## src/hdl/assert_macros.svh

```systemverilog
// Assertion macros shared by the console RTL.
// Assertions compile away when SYNTHESIS is defined.
`ifndef ASSERT_MACROS_SVH
`define ASSERT_MACROS_SVH
`ifndef SYNTHESIS
`define ASSERT_ALWAYS(lbl, clk, rstn, cond, msg) \
  lbl: assert property (@(posedge clk) disable iff (!rstn) (cond)) else $error(msg);
`define ASSERT_NEXT(lbl, clk, rstn, pre, post, msg) \
  lbl: assert property (@(posedge clk) disable iff (!rstn) (pre) |=> (post)) else $error(msg);
`else
`define ASSERT_ALWAYS(lbl, clk, rstn, cond, msg)
`define ASSERT_NEXT(lbl, clk, rstn, pre, post, msg)
`endif
`endif

```

## src/hdl/tcs_pkg.sv

```systemverilog
// Types, constants and helpers for the text console scrollback unit.
// Used by every module of the block; depends on nothing.
package tcs_pkg;

  localparam int TEXT_COLS   = 79;
  localparam int VIEW_ROWS   = 25;
  localparam int SCREEN_COLS = 80;
  localparam int STORE_ROWS  = 256;
  localparam int BAR_COLUMN  = 79;
  localparam int CMDQ_DEPTH  = 2;

  localparam logic [7:0] CH_NEWLINE  = 8'h0A;
  localparam logic [7:0] CH_SPACE    = 8'h20;
  localparam logic [7:0] CH_BAR      = 8'h7C;
  localparam logic [7:0] COLOR_RESET = 8'h0F;

  localparam logic [3:0] MODE_PUTC    = 4'd0;
  localparam logic [3:0] MODE_PUT     = 4'd1;
  localparam logic [3:0] MODE_SETCUR  = 4'd2;
  localparam logic [3:0] MODE_UP      = 4'd3;
  localparam logic [3:0] MODE_DOWN    = 4'd4;
  localparam logic [3:0] MODE_FOLLOW  = 4'd5;
  localparam logic [3:0] MODE_CLEAR   = 4'd6;
  localparam logic [3:0] MODE_CLRROW  = 4'd7;
  localparam logic [3:0] MODE_SHOW    = 4'd8;
  localparam logic [3:0] MODE_READ    = 4'd9;

  localparam logic REG_COLOR = 1'b0;

  typedef enum logic [3:0] {
    OP_PUTC, OP_NEWLINE, OP_PUT, OP_SETCUR, OP_UP, OP_DOWN,
    OP_FOLLOW, OP_CLEAR, OP_CLRROW, OP_SHOW, OP_READ, OP_NOP
  } op_e;

  typedef enum logic [2:0] {
    BK_IDLE, BK_EXEC, BK_RDWAIT, BK_DIV, BK_WAIT, BK_DONE
  } back_st_e;

  typedef struct packed {
    logic [3:0] mode;
    logic [7:0] ch;
    logic [7:0] row;
    logic [6:0] col;
  } in_t;

  typedef struct packed {
    logic [4:0]  cursor_view_row;
    logic [6:0]  cursor_col;
    logic [7:0]  cursor_buffer_row;
    logic [7:0]  view_top_row;
    logic        following;
    logic [4:0]  bar_pos_row;
    logic [10:0] hw_cursor_pos;
    logic [7:0]  read_char;
    logic [7:0]  read_attr;
    logic        accepted;
  } out_t;

  // One classified command between front and back
  typedef struct packed {
    op_e        op;
    logic [7:0] ch;
    logic [7:0] row;
    logic [6:0] col;
    logic       ok;
  } cmd_t;

  // Top row that puts the given row on the bottom window row
  function automatic logic [7:0] row_tail(logic [7:0] r);
    logic [7:0] res;
    res = (r >= 8'(VIEW_ROWS - 1)) ? r - 8'(VIEW_ROWS - 1) : 8'd0;
    return res;
  endfunction

endpackage

```

## src/hdl/tcs_cmdq.sv

```systemverilog
// Short command queue that decouples the front end from the back end.
// Depends on tcs_pkg.
module tcs_cmdq (
  input  logic          clk_i,
  input  logic          rst_ni,
  input  logic          push_i,
  input  tcs_pkg::cmd_t cmd_i,
  output logic          full_o,
  input  logic          pop_i,
  output logic          empty_o,
  output tcs_pkg::cmd_t cmd_o
);
  import tcs_pkg::*;

  localparam int PtrW = (CMDQ_DEPTH > 1) ? $clog2(CMDQ_DEPTH) : 1;

  cmd_t            slot_q [CMDQ_DEPTH];
  logic [PtrW-1:0] wr_q, rd_q;
  logic [PtrW:0]   cnt_q;

  assign full_o  = cnt_q == (PtrW + 1)'(CMDQ_DEPTH);
  assign empty_o = cnt_q == '0;
  assign cmd_o   = slot_q[rd_q];

  // Advance pointers and count
  always_ff @(posedge clk_i or negedge rst_ni) begin
    if (!rst_ni) begin
      wr_q  <= '0;
      rd_q  <= '0;
      cnt_q <= '0;
    end else begin
      if (push_i) wr_q <= (wr_q == PtrW'(CMDQ_DEPTH - 1)) ? '0 : wr_q + 1'b1;
      if (pop_i)  rd_q <= (rd_q == PtrW'(CMDQ_DEPTH - 1)) ? '0 : rd_q + 1'b1;
      if (push_i && !pop_i)      cnt_q <= cnt_q + 1'b1;
      else if (pop_i && !push_i) cnt_q <= cnt_q - 1'b1;
    end
  end

  // Hold entries
  always_ff @(posedge clk_i) begin
    if (push_i) slot_q[wr_q] <= cmd_i;
  end

endmodule

```

## config.mk

```make
export PLATFORM = sky130hd
export DESIGN_NAME = tcs_cmdq
export DESIGN_NICKNAME = d
export VERILOG_FILES = /design/src/hdl/assert_macros.svh /design/src/hdl/tcs_pkg.sv /design/src/hdl/tcs_cmdq.sv
export SDC_FILE = /design/constraint.sdc
export NUM_CORES = 1
export LEC_CHECK = 0
export BUFFER_PORTS_ARGS = -buffer_cell sky130_fd_sc_hd__buf_4
export CORE_MARGIN = 5
export CORE_UTILIZATION = 51
export DETAILED_ROUTE_END_ITERATION = 12
export PLACE_DENSITY = 0.78
export SETUP_SLACK_MARGIN = 0.2
export SKIP_CTS_REPAIR_TIMING = 1
export SYNTH_ARGS = -nofsm -noshare
export SYNTH_HDL_FRONTEND = slang
export SYNTH_SLANG_ARGS = --single-unit
```

## constraint.sdc

```tcl
create_clock -name clk_i -period 2.43 [get_ports clk_i]
set_input_delay 0.3645 -clock clk_i [delete_from_list [all_inputs] [get_ports clk_i]]
set_output_delay 0.3645 -clock clk_i [all_outputs]
set_load 0.05 [all_outputs]
```

==> flow_metrics.py <==
metrics = {
    "floorplan": {
        "coreArea_um2": 4320,
        "ios": 62,
        "row_count": 24,
        "dieHeight_um": 76.5,
        "die_x_um": 76.5,
        "die_area_um2": 5850,
        "start_util_pct": 52.1,
    },
    "detailed_routing": {
        "drc_errors": 0,
        "vias": 1146,
        "initialDrtViolationCount": 41,
        "drtPass1Iterations": 4,
        "wire_per_inst_um": 15.5,
        "ant_nets": 0,
        "viasPerCell": 4.88,
        "drt_wl_total_um": 3640,
    },
    "setup_path": {
        "reg2reg_depth": 2,
        "critPathMostFrequentCell": "buf_4",
        "path_class": "flip-flop to primary output",
        "crit_buf_inv": 2,
        "critPathMaxFanout": 18,
        "r2r-start": "wr_q$_DFFE_PN0P_",
        "cp_data_required_time_ns": 2.07,
        "cp_slowest_cell": "mux2_2",
        "cp_cell_sequence": "buf_4 > mux2_2 > buf_4",
        "cp_data_arrival_time_ns": 1.52,
        "rrSetupSlack_ns": 0.92,
        "start_kind": "flip-flop",
        "r2r_end": "slot_q[1][1]$_DFFE_PP_",
        "cp-end-kind": "primary output",
        "cp_top_family": "buffers and inverters",
        "critPathMaxStageDelay_ns": 0.38,
    },
    "cts": {
        "clock_path_buffers": 2,
        "cts-root-buf": "clkbuf_8",
        "clock_latency_ns": 0.32,
        "cts.sinks": 60,
        "cts_tree": "yes",
        "clock_tree.htree_level_count": 3,
        "numCtsBuffers": 9,
        "path_clk_slew_ns": 0.07,
    },
    "yosys": {
        "synth_seq_area_share_pct": 79.0,
        "synth-main-ff-cell": "edfxtp_1",
        "syn_inst": 103,
        "synth.distinct_cells": 14,
        "yosysTopAreaCell": "edfxtp_1",
        "synth-seq-cells": 60,
        "synth.most_common_cell": "edfxtp_1",
        "synthArstFlopShare_pct": 6.67,
        "yosys_warnings": 0,
        "synth_edf_count": 56,
        "synth_fp_nets": 136,
        "synth_area_leaders": "edfxtp_1, mux2_2, mux2_4",
        "netlist.area_leader.share_pct": 74.6,
        "syn_area_per_cell_um2": 21.9,
        "syn_area_um2": 2250,
        "synth_common_cells": "edfxtp_1, mux2_2, mux2_4, dfrtp_1, xor2_1",
    },
    "sta": {
        "tightestPinTransition_ns": 0.570,
        "fmax_mhz": 530,
        "maxSlewHeadroom_pct": 61.8,
        "finClkSkew_ns": 0.00805,
        "post-route-period-util_pct": 77.6,
        "layout_min_cycle_time_ns": 1.89,
        "setup_violations": 0,
        "setup_tns_ns": 0,
        "drv_slew": 0,
        "hold_violations": 0,
        "rsz0062_at_grt": "false",
    },
    "placement": {
        "gp_congestion": 0.664,
        "placed_cell_area_um2": 2780,
        "place.port_buffers": 61,
        "dp_hpwl_um": 2650,
        "dp_cells": 218,
    },
    "worst_hold_path": {
        "holdPathStages": 1,
        "hold_class": "primary input to flip-flop",
        "min_delay_worst_endpoint": "slot_q[1][19]$_DFFE_PP_",
        "worstHoldStart": "cmd_i[19]",
    },
    "grt": {
        "busiest_layer": "met2",
        "grt_max_degree": 19,
        "grt_pass1_vias": 1184,
        "use_met3_pct": 6.86,
        "grt_pass1_wl_um": 5940,
        "grt-ovfl-total": 0,
        "grt_use_met1_pct": 17.1,
        "grt_use_met2_pct": 18.9,
        "grt_usage_pct": 13.4,
        "grt_antenna_before_repair": 0,
    },
    "pwr": {
        "total_leakage_power_nw": 1.20,
        "power.density_nw_per_um2": 1380,
        "peakVddDrop_mv": 0.864,
    },
    "status": {
        "status": "finished clean",
    },
    "layout": {
        "layoutNonFillerInstCount": 235,
        "finalInstanceArea_um2": 3000,
        "multi_input_area_um2": 438,
        "fin_nets": 211,
        "final_layout_size_suffix_gt1_share_pct": 59.6,
        "fillers": 294,
        "seqCellArea_um2": 1780,
        "n_antenna_cell": 0,
        "area_delta_synth_final_pct": 33.1,
    },
    "run": {
        "drv_cap": 0,
    },
}
==> layer usage <==
metal / share of wire, % / vias up
li1: - / 547
met1: 42 / 542
met2: 47 / 51
met3: 10 / 6
met4: 1.6 / 0
met5: 0 / -
==> placed cells by master, fill, tap and decap left out <==
cell type / count
and2_1: 1
buf_4: 66
bufinv_16: 2
clkbuf_1: 1
clkbuf_8: 9
clkinv_1: 1
clkinv_2: 3
dfrtp_1: 4
dlygate4sd3_1: 1
edfxtp_1: 56
ha_1: 1
inv_1: 1
mux2_2: 18
mux2_4: 10
nor2_1: 2
nor2b_1: 1
nor2b_2: 1
xnor2_1: 1
xor2_1: 4
==> per-stage QoR <==
stage	hold slack [ns]	worst slack (ns)	utilization, %	power (mW)
global route	0.203	0.477	69.4	4.30
finish	0.226	0.544	69.4	4.13
detailed placement	0.165	0.812	64.4	3.26
floorplan	0.0689	0.348	-	2.79
global placement	0.162	0.850	64.4	3.22
CTS	-0.187	0.516	69.2	4.18
==> worst max path at each step <==
| stage | to | startpoint | slack (ns) | depth (start not counted) |
|---|---|---|---|---|
| 6_report | cmd_o[15] | rd_q$_DFFE_PN0P_ | 0.54 | 3 |
| 5_1_grt | cmd_o[15] | rd_q$_DFFE_PN0P_ | 0.48 | 3 |
| 4_1_cts | cmd_o[15] | rd_q$_DFFE_PN0P_ | 0.52 | 3 |
| 3_5_place_dp | slot_q[1][10]$_DFFE_PP_ | push_i | 0.81 | 3 |
| 3_3_place_gp | slot_q[1][0]$_DFFE_PP_ | push_i | 0.85 | 3 |
| 2_1_floorplan | slot_q[0][0]$_DFFE_PP_ | wr_q$_DFFE_PN0P_ | 0.35 | 1 |
==> state kept, by name, indices dropped and copies added (netlist names) <==
name    flops
cnt_q       2
rd_q        1
slot_q     56
wr_q        1
==> kinds of logic after synthesis <==
group	Yosys count	synth area share, %
DFF	60	79.0
muxes	28	15.6
xor gates and xnor gates	5	1.94
and+or+nand+nor	5	1.17
buffers and inverters	4	1.66
adders and majority gates	1	0.555
==> layout make-up <==
cell class                 instances  area share [%]
inverter                           1           0.125
sequential                        60            59.4
tap                               52            2.17
multi-input combinational         39            14.6
clock buffer                      10            4.25
clock inverter                     6            2.63
timing repair buffer              67            16.8
==> power breakdown <==
part	switching (mW)	internal [mW]	total [mW]
Clock	0.350	0.568	0.918
Sequential	0.0665	1.38	1.45
Combinational	1.14	0.623	1.77
No activity file was read; power rests on OpenSTA's default activity.
