$ cat src/hdl/assert_macros.svh
// Assertion macros shared by the console RTL.
// Assertions compile away when SYNTHESIS is defined.
`ifndef ASSERT_MACROS_SVH
`define ASSERT_MACROS_SVH
`ifndef SYNTHESIS
`define ASSERT_ALWAYS(lbl, clk, rstn, cond, msg) \
  lbl: assert property (@(posedge clk) disable iff (!rstn) (cond)) else $error(msg);
`define ASSERT_NEXT(lbl, clk, rstn, pre, post, msg) \
  lbl: assert property (@(posedge clk) disable iff (!rstn) (pre) |=> (post)) else $error(msg);
`else
`define ASSERT_ALWAYS(lbl, clk, rstn, cond, msg)
`define ASSERT_NEXT(lbl, clk, rstn, pre, post, msg)
`endif
`endif

$ cat src/hdl/tcs_pkg.sv
// Types, constants and helpers for the text console scrollback unit.
// Used by every module of the block; depends on nothing.
package tcs_pkg;

  localparam int TEXT_COLS   = 79;
  localparam int VIEW_ROWS   = 25;
  localparam int SCREEN_COLS = 80;
  localparam int STORE_ROWS  = 256;
  localparam int BAR_COLUMN  = 79;
  localparam int CMDQ_DEPTH  = 2;

  localparam logic [7:0] CH_NEWLINE  = 8'h0A;
  localparam logic [7:0] CH_SPACE    = 8'h20;
  localparam logic [7:0] CH_BAR      = 8'h7C;
  localparam logic [7:0] COLOR_RESET = 8'h0F;

  localparam logic [3:0] MODE_PUTC    = 4'd0;
  localparam logic [3:0] MODE_PUT     = 4'd1;
  localparam logic [3:0] MODE_SETCUR  = 4'd2;
  localparam logic [3:0] MODE_UP      = 4'd3;
  localparam logic [3:0] MODE_DOWN    = 4'd4;
  localparam logic [3:0] MODE_FOLLOW  = 4'd5;
  localparam logic [3:0] MODE_CLEAR   = 4'd6;
  localparam logic [3:0] MODE_CLRROW  = 4'd7;
  localparam logic [3:0] MODE_SHOW    = 4'd8;
  localparam logic [3:0] MODE_READ    = 4'd9;

  localparam logic REG_COLOR = 1'b0;

  typedef enum logic [3:0] {
    OP_PUTC, OP_NEWLINE, OP_PUT, OP_SETCUR, OP_UP, OP_DOWN,
    OP_FOLLOW, OP_CLEAR, OP_CLRROW, OP_SHOW, OP_READ, OP_NOP
  } op_e;

  typedef enum logic [2:0] {
    BK_IDLE, BK_EXEC, BK_RDWAIT, BK_DIV, BK_WAIT, BK_DONE
  } back_st_e;

  typedef struct packed {
    logic [3:0] mode;
    logic [7:0] ch;
    logic [7:0] row;
    logic [6:0] col;
  } in_t;

  typedef struct packed {
    logic [4:0]  cursor_view_row;
    logic [6:0]  cursor_col;
    logic [7:0]  cursor_buffer_row;
    logic [7:0]  view_top_row;
    logic        following;
    logic [4:0]  bar_pos_row;
    logic [10:0] hw_cursor_pos;
    logic [7:0]  read_char;
    logic [7:0]  read_attr;
    logic        accepted;
  } out_t;

  // One classified command between front and back
  typedef struct packed {
    op_e        op;
    logic [7:0] ch;
    logic [7:0] row;
    logic [6:0] col;
    logic       ok;
  } cmd_t;

  // Top row that puts the given row on the bottom window row
  function automatic logic [7:0] row_tail(logic [7:0] r);
    logic [7:0] res;
    res = (r >= 8'(VIEW_ROWS - 1)) ? r - 8'(VIEW_ROWS - 1) : 8'd0;
    return res;
  endfunction

endpackage

$ cat src/hdl/tcs_front.sv
// Front end: takes input beats and classifies them into commands.
// Depends on tcs_pkg.
module tcs_front (
  input  logic          in_valid_i,
  output logic          in_stall_o,
  input  tcs_pkg::in_t  in_data_i,
  input  logic          q_full_i,
  output logic          q_push_o,
  output tcs_pkg::cmd_t q_cmd_o
);
  import tcs_pkg::*;

  // Stall while the command queue is full
  assign in_stall_o = q_full_i;
  assign q_push_o   = in_valid_i && !q_full_i;

  // Decode the mode and clamp or range-check the position fields
  always_comb begin
    q_cmd_o.op  = OP_NOP;
    q_cmd_o.ch  = in_data_i.ch;
    q_cmd_o.row = in_data_i.row;
    q_cmd_o.col = in_data_i.col;
    q_cmd_o.ok  = 1'b1;
    unique case (in_data_i.mode)
      MODE_PUTC: begin
        q_cmd_o.op = (in_data_i.ch == CH_NEWLINE) ? OP_NEWLINE : OP_PUTC;
      end
      MODE_PUT: begin
        q_cmd_o.op = OP_PUT;
        q_cmd_o.ok = (in_data_i.row < 8'(VIEW_ROWS)) && (in_data_i.col < 7'(TEXT_COLS));
      end
      MODE_SETCUR: begin
        q_cmd_o.op = OP_SETCUR;
        if (in_data_i.row >= 8'(VIEW_ROWS)) q_cmd_o.row = 8'(VIEW_ROWS - 1);
        if (in_data_i.col >= 7'(TEXT_COLS)) q_cmd_o.col = 7'(TEXT_COLS - 1);
      end
      MODE_UP:     q_cmd_o.op = OP_UP;
      MODE_DOWN:   q_cmd_o.op = OP_DOWN;
      MODE_FOLLOW: q_cmd_o.op = OP_FOLLOW;
      MODE_CLEAR:  q_cmd_o.op = OP_CLEAR;
      MODE_CLRROW: begin
        q_cmd_o.op = OP_CLRROW;
        q_cmd_o.ok = in_data_i.row < 8'(VIEW_ROWS);
      end
      MODE_SHOW:   q_cmd_o.op = OP_SHOW;
      MODE_READ: begin
        q_cmd_o.op = OP_READ;
        if (in_data_i.row >= 8'(VIEW_ROWS)) q_cmd_o.row = 8'(VIEW_ROWS - 1);
        if (in_data_i.col >= 7'(SCREEN_COLS)) q_cmd_o.col = 7'(SCREEN_COLS - 1);
      end
      default:     q_cmd_o.op = OP_NOP;
    endcase
  end

endmodule

$ cat config.mk
export PLATFORM = sky130hd
export DESIGN_NAME = tcs_front
export DESIGN_NICKNAME = d
export VERILOG_FILES = /design/src/hdl/assert_macros.svh /design/src/hdl/tcs_pkg.sv /design/src/hdl/tcs_front.sv
export SDC_FILE = /design/constraint.sdc
export NUM_CORES = 1
export LEC_CHECK = 0
export ABC_AREA = 0
export BUFFER_PORTS_ARGS = -buffer_cell sky130_fd_sc_hd__buf_4
export CAP_MARGIN = 25
export CORE_MARGIN = 10
export CORE_UTILIZATION = 29
export DETAILED_ROUTE_END_ITERATION = 12
export GPL_TIMING_DRIVEN = 0
export PLACE_DENSITY = 0.79
export SLEW_MARGIN = 20
export SYNTH_ARGS = -nofsm -noshare
export SYNTH_HDL_FRONTEND = slang
export SYNTH_SLANG_ARGS = --single-unit
export TNS_END_PERCENT = 20
$ cat constraint.sdc
create_clock -name vclk -period 1.1
set_input_delay 0.11 -clock vclk [all_inputs]
set_output_delay 0.11 -clock vclk [all_outputs]
set_load 0.05 [all_outputs]
==> run metrics, run 1 <==
met3 WL=381 um; chain of cells forming the critical path=buf_8 -> or3b_4 -> a211oi_4 -> nor2b_2 -> buf_6; hold violation total from the final report=0; cell count after placement=approximately 130; Final TNS setup=-3360 ps; share of total power in combinational logic=1.000; number of I/O pins=59; Slew Viols, Final=0; number of nets with antenna violations after detailed routing=0; worst setup path category=input port to output port; first-pass GRT wire length=about 4.2 mm; routability congestion estimate=between 0.6 and 0.7; fraction of layout cells with a size suffix above 1=0.828; synthesized netlist net count=92; dpl cell area=approximately 1000 sq um; wire length per cell=24.5 um; placement-stage worst setup slack=-396 ps; register share of total power=0; switching power summed over all nets=466 uW; IR drop worst, VDD=approximately 420 uV; outcome=complete, but fails checks; max-cap check violation count=0; total wire length after detailed routing=about 3.5 mm; part of the Yosys area used for sequential elements=0; aggregate global routing overflow=0; post-route met1 wirelength=~1.3 mm; class of the most critical hold timing path=input port to output port; failing checks=negative setup slack; pin count of the biggest net entering global routing=11; post-route cell area=1270 sq um; RSZ-0062 raised after global routing=true; met2 routed wirelength=around 1.6 mm; required time at the worst-slack endpoint=about 1000 ps; category of the worst setup path launch point=input port; power density over the cells=637 nW/um^2; number of optimization iterations in the first detailed-route pass=4; count of different cell masters after synthesis=29; portion of the clock cycle consumed by the worst path in the final layout=1.22; Post-Layout Cell Count=143; combined flip-flop and latch cell area=0 sq um; total of clock buffers placed in the layout=0; area added between synthesis and finish=195%; number of warning messages in the yosys log=0; number of antenna repair diodes=0; max-slew headroom at the worst pin=0.766; worst-margin pin slew=350 ps; post-layout minimum cycle time=1340 ps; placed wire-length estimate=2.01 mm; Total Die Area=3430 sq um; count of buffers from port buffering=55; Gate Count Post-Synth=63; final sequential cell count=0; detailed router's first-iteration violation count=24; data arrival at the endpoint of the critical path=between 1000 and 1500 ps; leakage dissipation=between 0.5 and 0.6 nW; Mapped Area=432 sq um; switching share of power=0.574; antenna violations before repair=0; max layer used=met4; Tot Pwr=812 uW; initial standard-cell utilization of the core=0.320; aggregate global-route resource usage=0.149; highest clock rate=around 750 MHz; routed vias=803; Final Net Count=159; Vias per Instance=approximately 5.6; mean area per synthesized cell=about 6.9 sq um; internal power consumption=346 uW; Core Region=1350 sq um; number of DRC violations after detailed routing=0; num rows=13; height of the die=slightly below 60 um; Die X-Extent=a little under 60 um; slowest stage cell, crit path=or3b_4; via count of the first global-routing pass=between 800 and 900; setup violation total in the final timing report=16; biggest fanout along the worst timing path=3; Crit path largest cell delay=approximately 430 ps; Critical Path End Type=output port; share of total power in the clock network=0; least setup slack across all paths after layout=-239 ps
==> cell usage in the layout (no fill, tap or decap), types with 2 or more instances in the layout <==
cell type,netlist,routed
buf_4,11,57
buf_8,0,10
buf_6,0,8
buf_12,0,3
and2_4,0,3
nand2_1,3,3
nor2_1,3,3
nor2b_2,0,3
a21boi_4,0,3
o21bai_4,0,3
o211ai_1,3,3
nor2b_1,6,3
a21o_2,0,2
xor2_1,2,2
==> worst paths after layout <==
path,from,cells after the start,to
max,in_data_i[26],5,q_cmd_o[10]
min,q_full_i,3,q_push_o
==> repair_timing <==
action,in CTS,in global routing
buffers inserted,4,6
gates resized for setup,38,6
pin swaps,13,2
hold buffers,0,0
setup endpoints to repair,16,16
==> cell type report <==
class,instances,area (sq um)
inverter,1,3.75
buffer,14,138
multi-input combinational,48,520
timing repair buffer,65,594
fill,37,75.1
tap,15,18.8
==> metrics by stage <==
stage / util / hold WS, ps
6_report: 0.944 / 532
5_1_grt: 0.944 / 537
4_1_cts: 0.881 / 517
3_5_place_dp: 0.747 / 518
3_3_place_gp: 0.747 / 512
2_1_floorplan: - / 318
==> per-layer routing <==
| metal | up-vias | GRT usage |
|---|---|---|
| li1 | 351 | - |
| met1 | 370 | 0.143 |
| met2 | 68 | 0.302 |
| met3 | 14 | 0.0515 |
| met4 | 0 | 0.0164 |
| met5 | - | 0 |
==> power by group through the flow <==
stage / logic, mW / registers, mW / clock network, mW
detailed placement: 0.662 / 0 / 0
floorplan: 0.442 / 0 / 0
global route: 0.841 / 0 / 0
global placement: 0.650 / 0 / 0
CTS: 0.751 / 0 / 0
finish: 0.812 / 0 / 0
==> critical path, delay by kind of cell <==
kind / cells / cell delay [ps]
AO/OA/AOI/OAI: 1 / 330
buffers and inverters: 2 / 260
AND/OR/NAND/NOR: 2 / 520
==> cells by family after synthesis <==
kind of cell	after synthesis	share of synthesized area
and+or+nand+nor	24	0.330
AOI/OAI and AO/OA	21	0.377
buffers and inverters	15	0.232
xor gates and xnor gates	3	0.0609
==> Yosys cell counts, drive strengths merged <==
cell	n	area [sq um]
a21o	3	22.5
nor3b	1	7.51
nor4	1	6.26
buf	13	92.6
a21oi	1	5.00
o41ai	1	8.76
xor2	2	17.5
o21bai	3	22.5
a21boi	3	22.5
nor4bb	1	10.0
inv	1	3.75
xnor2	1	8.76
a31o	1	8.76
a211oi	1	12.5
o211ai	3	22.5
o311a	1	10.0
o21ai	2	10.0
nand2	3	11.3
or3b	1	11.3
nand3	1	5.00
nor3	2	10.0
and2	3	18.8
or3	1	6.26
nand3b	1	7.51
a2111oi	2	17.5
clkbuf	1	3.75
nor2b	6	37.5
nor2	3	11.3
Note: power is estimated with default switching activity, not from simulation.
==> run 2, diff against run 1 <==
--- a/config.mk
+++ b/config.mk
@@ -5,14 +5,14 @@
 export SDC_FILE = /design/constraint.sdc
 export NUM_CORES = 1
 export LEC_CHECK = 0
-export ABC_AREA = 0
-export BUFFER_PORTS_ARGS = -buffer_cell sky130_fd_sc_hd__buf_4
+export ABC_AREA = 1
+export BUFFER_PORTS_ARGS = -buffer_cell sky130_fd_sc_hd__buf_2
 export CAP_MARGIN = 25
 export CORE_MARGIN = 10
 export CORE_UTILIZATION = 29
 export DETAILED_ROUTE_END_ITERATION = 12
 export GPL_TIMING_DRIVEN = 0
-export PLACE_DENSITY = 0.79
+export PLACE_DENSITY = 0.81
 export SLEW_MARGIN = 20
 export SYNTH_ARGS = -nofsm -noshare
 export SYNTH_HDL_FRONTEND = slang
==> run 2 against run 1 <==
Synthesized cell count is 35% higher. Setup slack better by 290 ps. Critical path depth is 1 higher. Non-clock buffer count is 10 lower. Largest power group unchanged. Combinational power is 33% lower. First-iteration DRC count is 67% lower. Fmax is 27% higher. The run now ends clean. Critical path type unchanged. Clock-buffer cell count stayed put. Via count is 12% lower.
==> run metrics, run 2 <==
outcome=finished, final reports clean; biggest fanout along the worst timing path=7 (+4); number of optimization iterations in the first detailed-route pass=4 (unchanged); most common cell in the synthesized netlist=inv_1; num rows=13 (unchanged); Final Net Count=176 (+11%); portion of synthesized cell area occupied by the leading cell type=0.172 (-0.0191); Tot Pwr=548 uW (-33%); hold violation total from the final report=0 (unchanged); aggregate global routing overflow=0 (unchanged); max-cap check violation count=0 (unchanged); first-pass GRT wire length=2.77 mm (-34%); IR drop worst, VDD=350 uV (-17%); category of the worst setup path launch point=input port; Die X-Extent=57.8 um (-1.3%); total of clock buffers placed in the layout=0 (unchanged); cell types occupying the most area after synthesis=inv_1 17%, buf_4 16%, nand2_1 15%, nor2_1 12%, a21oi_1 7.3%; pin count of the biggest net entering global routing=11 (unchanged); highest clock rate=950 MHz (+27%); total area of multi-input combinational cells=319 sq um (-39%); post-layout minimum cycle time=1050 ps (-286 ps); most frequent cells in the layout=48 x buf_2, 19 x inv_1, 17 x nand2_1; fraction of layout cells with a size suffix above 1=0.538 (-0.290); data arrival at the endpoint of the critical path=940 ps (-290 ps); post-synth top area cell=inv_1; detailed router's first-iteration violation count=8 (-67%); routability congestion estimate=0.710 (+4.2%); number of antenna repair diodes=0 (unchanged); portion of the clock cycle consumed by the worst path in the final layout=0.957 (-0.260); setup fix buffers added after clock tree synthesis=0 (-4); worst-margin pin slew=259 ps (-91.2 ps); most frequent standard cell in the layout excluding fill and tap cells=buf_2; number of warning messages in the yosys log=0 (unchanged); RSZ-0062 raised after global routing=true; fill cell instance count of the final layout=135 (+260%); wire length per cell=12.3 um (-50%); height of the die=57.8 um (-1.3%); count of different cell masters after synthesis=18 (-38%); count of buffers from port buffering=59 (+7.3%); synthesized netlist net count=114 (+24%); Mapped Area=414 sq um (-4.1%); total wire length after detailed routing=1.97 mm (-44%); via count of the first global-routing pass=631 (-22%); Total Die Area=3340 sq um (-2.7%); routed vias=706 (-12%); final sequential cell count=0 (unchanged); ranking of synthesized cells by instance count=19 x inv_1, 17 x nand2_1, 13 x nor2_1; required time at the worst-slack endpoint=990 ps (about the same); number of DRC violations after detailed routing=0 (unchanged); class of the most critical hold timing path=input port to output port; combined flip-flop and latch cell area=0 sq um (unchanged); antenna violations before repair=0 (unchanged); power density over the cells=667 nW/um^2 (+4.7%); setup violation total in the final timing report=0 (-16); Vias per Instance=4.41 (-21%); Core Region=1320 sq um (-2.4%); number of I/O pins=59 (unchanged); aggregate global-route resource usage=0.0952 (-0.0542); Critical Path End Type=output port; mean area per synthesized cell=4.87 sq um (-29%); worst setup path category=input port to output port; part of the Yosys area used for sequential elements=0 (unchanged); number of nets with antenna violations after detailed routing=0 (unchanged); initial standard-cell utilization of the core=0.314 (-0.00540); area added between synthesis and finish=98.5%; Slew Viols, Final=0 (unchanged); Final TNS setup=0 ps (+3360 ps); Gate Count Post-Synth=85 (+35%); placed wire-length estimate=1.71 mm (-15%); leakage dissipation=0.541 nW (-8.9%); max-slew headroom at the worst pin=0.829 (+0.0625)
## run 2: cell count changes after synthesis, moves of 5 or more
cell     delta
a21oi_1     +5
nor2_1     +10
nand2_1    +14
nor2b_1     -6
inv_1      +18
## run 2: logic make-up after synthesis
group                  after synthesis  synth area share
and+or+nand+nor                     41             0.453
buffers and inverters               30             0.353
AOI/OAI and AO/OA                   14             0.193
## run 2: per-layer routing
metal	wire [um]	GRT usage
met1	644	0.0869
met2	1200	0.210
met3	128	0.0218
met4	0	0
met5	0	0
## run 2: critical path, stage by stage
cell and delay (ps):
buf_2 170, inv_2 70, nand3_4 80, nand2_2 90, a21oi_1 140, buf_2 270
## run 2: final cells by class
class,count,share of cell area
tap,15,0.0228
multi-input combinational,56,0.388
inverter,20,0.0913
buffer,10,0.0868
timing repair buffer,59,0.411
## run 2: path summary, 6_finish.rpt
kind	depth (start not counted)	start	end
worst max-delay path	6	in_data_i[23]	q_cmd_o[8]
worst min-delay path	3	q_full_i	q_push_o
## run 2: what timing repair did
item                       4_1_cts  5_1_grt
gates resized for setup          9       17
hold buffers                     0        0
pin swaps                        0        5
setup endpoints to repair        7       11
cloned                           0        1
## run 2: power by group
part	switching (mW)	internal, mW
registers	0	0
logic	0.383	0.165
clock network	0	0
total	0.383	0.165
## run 2: stage by stage
stage | hold WS [ps] | std cells | instance area, sq um | setup WS [ps] | util
final | 538 | 160 | 822 | 46.9 | 0.624
after global routing | 563 | 160 | 822 | -4.74 | 0.624
after CTS | 541 | 159 | 757 | 3.28 | 0.575
after detailed placement | 542 | 159 | 732 | -67.4 | 0.556
after global placement | 538 | 159 | 732 | -67.6 | 0.556
after floorplan | 387 | 85 | 418 | -260 | -
==> run 3, diff against run 2 <==
--- a/config.mk
+++ b/config.mk
@@ -12,7 +12,7 @@
 export CORE_UTILIZATION = 29
 export DETAILED_ROUTE_END_ITERATION = 12
 export GPL_TIMING_DRIVEN = 0
-export PLACE_DENSITY = 0.81
+export PLACE_DENSITY = 0.9
 export SLEW_MARGIN = 20
 export SYNTH_ARGS = -nofsm -noshare
 export SYNTH_HDL_FRONTEND = slang
==> run 3 against run 2 <==
Worst hold slack gained 4.7 ps. Via count is 2.1% higher. Non-clock buffer count did not move. Sequential cell count unchanged. First-iteration DRC count increased by 13%. Critical path depth is 1 higher.
==> run metrics, run 3 (synthesized netlist as in run 2, its figures left out) <==
outcome=finished, final reports clean; dpl cell area=732 sq um (unchanged); pin count of the biggest net entering global routing=11 (unchanged); number of optimization iterations in the first detailed-route pass=4 (unchanged); chain of cells forming the critical path=buf_4 -> nor2_4 -> nand3_4 -> nor2_1 -> nor2_1 -> nand2_1 -> buf_6; most frequent standard cell in the layout excluding fill and tap cells=buf_2; num rows=13 (unchanged); height of the die=57.8 um (unchanged); hold violation total from the final report=0 (unchanged); wire length per cell=11.7 um (-5.2%); aggregate global routing overflow=0 (unchanged); number of antenna repair diodes=0 (unchanged); Slew Viols, Final=0 (unchanged); required time at the worst-slack endpoint=990 ps (about the same); worst-margin pin slew=259 ps (-0.0188 ps); routed vias=721 (+2.1%); most frequent cells in the layout=45 x buf_2, 19 x inv_1, 17 x nand2_1; worst setup path category=input port to output port; combined flip-flop and latch cell area=0 sq um (unchanged); biggest fanout along the worst timing path=6 (-1); total of clock buffers placed in the layout=0 (unchanged); leakage dissipation=0.544 nW (+0.52%); Die X-Extent=57.8 um (unchanged); max-cap check violation count=0 (unchanged); power density over the cells=662 nW/um^2 (-0.62%); antenna violations before repair=0 (unchanged); first-pass GRT wire length=2.79 mm (+1.0%); max-slew headroom at the worst pin=0.829 (about the same); number of DRC violations after detailed routing=0 (unchanged); post-route cell area=831 sq um (+1.1%); Core Region=1320 sq um (unchanged); setup fix buffers added after clock tree synthesis=0 (unchanged); post-layout minimum cycle time=1050 ps (-5.75 ps); placed wire-length estimate=1.67 mm (-2.1%); slowest stage cell, crit path=buf_6; Crit path largest cell delay=160 ps (-110 ps); Total Die Area=3340 sq um (unchanged); fraction of layout cells with a size suffix above 1=0.531 (-0.00690); detailed router's first-iteration violation count=9 (+1); area added between synthesis and finish=101%; category of the worst setup path launch point=input port; aggregate global-route resource usage=0.0952 (about the same); Final Net Count=176 (unchanged); class of the most critical hold timing path=input port to output port; worst slack on hold paths=543 ps (+4.73 ps); highest clock rate=955 MHz (+0.55%); IR drop worst, VDD=316 uV (-9.9%); portion of the clock cycle consumed by the worst path in the final layout=0.952 (-0.00522); number of I/O pins=59 (unchanged); initial standard-cell utilization of the core=0.314 (unchanged); setup violation total in the final timing report=0 (unchanged); count of buffers from port buffering=59 (unchanged); final core utilization=0.631 (+0.00665); Critical Path End Type=output port; number of nets with antenna violations after detailed routing=0 (unchanged); total wire length after detailed routing=1.87 mm (-5.2%); critical path's most frequent cell=nor2_1; RSZ-0062 raised after global routing=true; least setup slack across all paths after layout=52.7 ps (+5.75 ps); routability congestion estimate=0.675 (-4.9%); Vias per Instance=4.51 (+2.1%); placement-stage worst setup slack=-89.9 ps (-22.5 ps); data arrival at the endpoint of the critical path=940 ps (about the same); Final TNS setup=0 ps (unchanged); via count of the first global-routing pass=693 (+9.8%); final sequential cell count=0 (unchanged); count of hold-fix buffers inserted at cts=0 (unchanged)
==> run 3: repair_timing <==
action | in CTS | in global routing
endpoints found under the setup margin | 7 | 11
pin swaps | 0 | 4
cloned | 0 | 1
resized for setup | 11 | 17
==> run 3: final timing paths <==
path / startpoint / to / slack [ps] / cells past startpoint
max: in_data_i[24] / q_cmd_o[2] / 50 / 7
min: q_full_i / q_push_o / 540 / 3
==> run 3: report_power, final <==
| part | internal [mW] | switching, mW | total, mW |
|---|---|---|---|
| registers | 0 | 0 | 0 |
| logic | 0.170 | 0.380 | 0.550 |
| clock network | 0 | 0 | 0 |
| total | 0.170 | 0.380 | 0.550 |
==> run 3: final cells by class <==
cell class                      count  area [sq um]
Buffer                             10          71.3
Timing Repair Buffer               59           349
Inverter                           20          75.1
Multi-Input combinational cell     56           317
Fill cell                         127           487
Tap cell                           15          18.8
==> run 3: layer usage <==
| layer | vias to the layer above | track usage | routed length, um |
|---|---|---|---|
| li1 | 376 | - | - |
| met1 | 317 | 0.0749 | 579 |
| met2 | 24 | 0.215 | 1090 |
| met3 | 4 | 0.0283 | 142 |
| met4 | 0 | 0.0134 | 53 |
| met5 | - | 0 | 0 |
==> run 3: worst max-delay path: cells and delay by family <==
| kind | cells | cell delay, ps |
|---|---|---|
| and+or+nand+nor | 5 | 520 |
| buffers and inverters | 2 | 300 |
==> run 3: metrics by stage <==
step	power (mW)	cells
global route	0.588	160
floorplan	0.360	85
detailed placement	0.507	159
global placement	0.500	159
CTS	0.526	159
finish	0.550	160
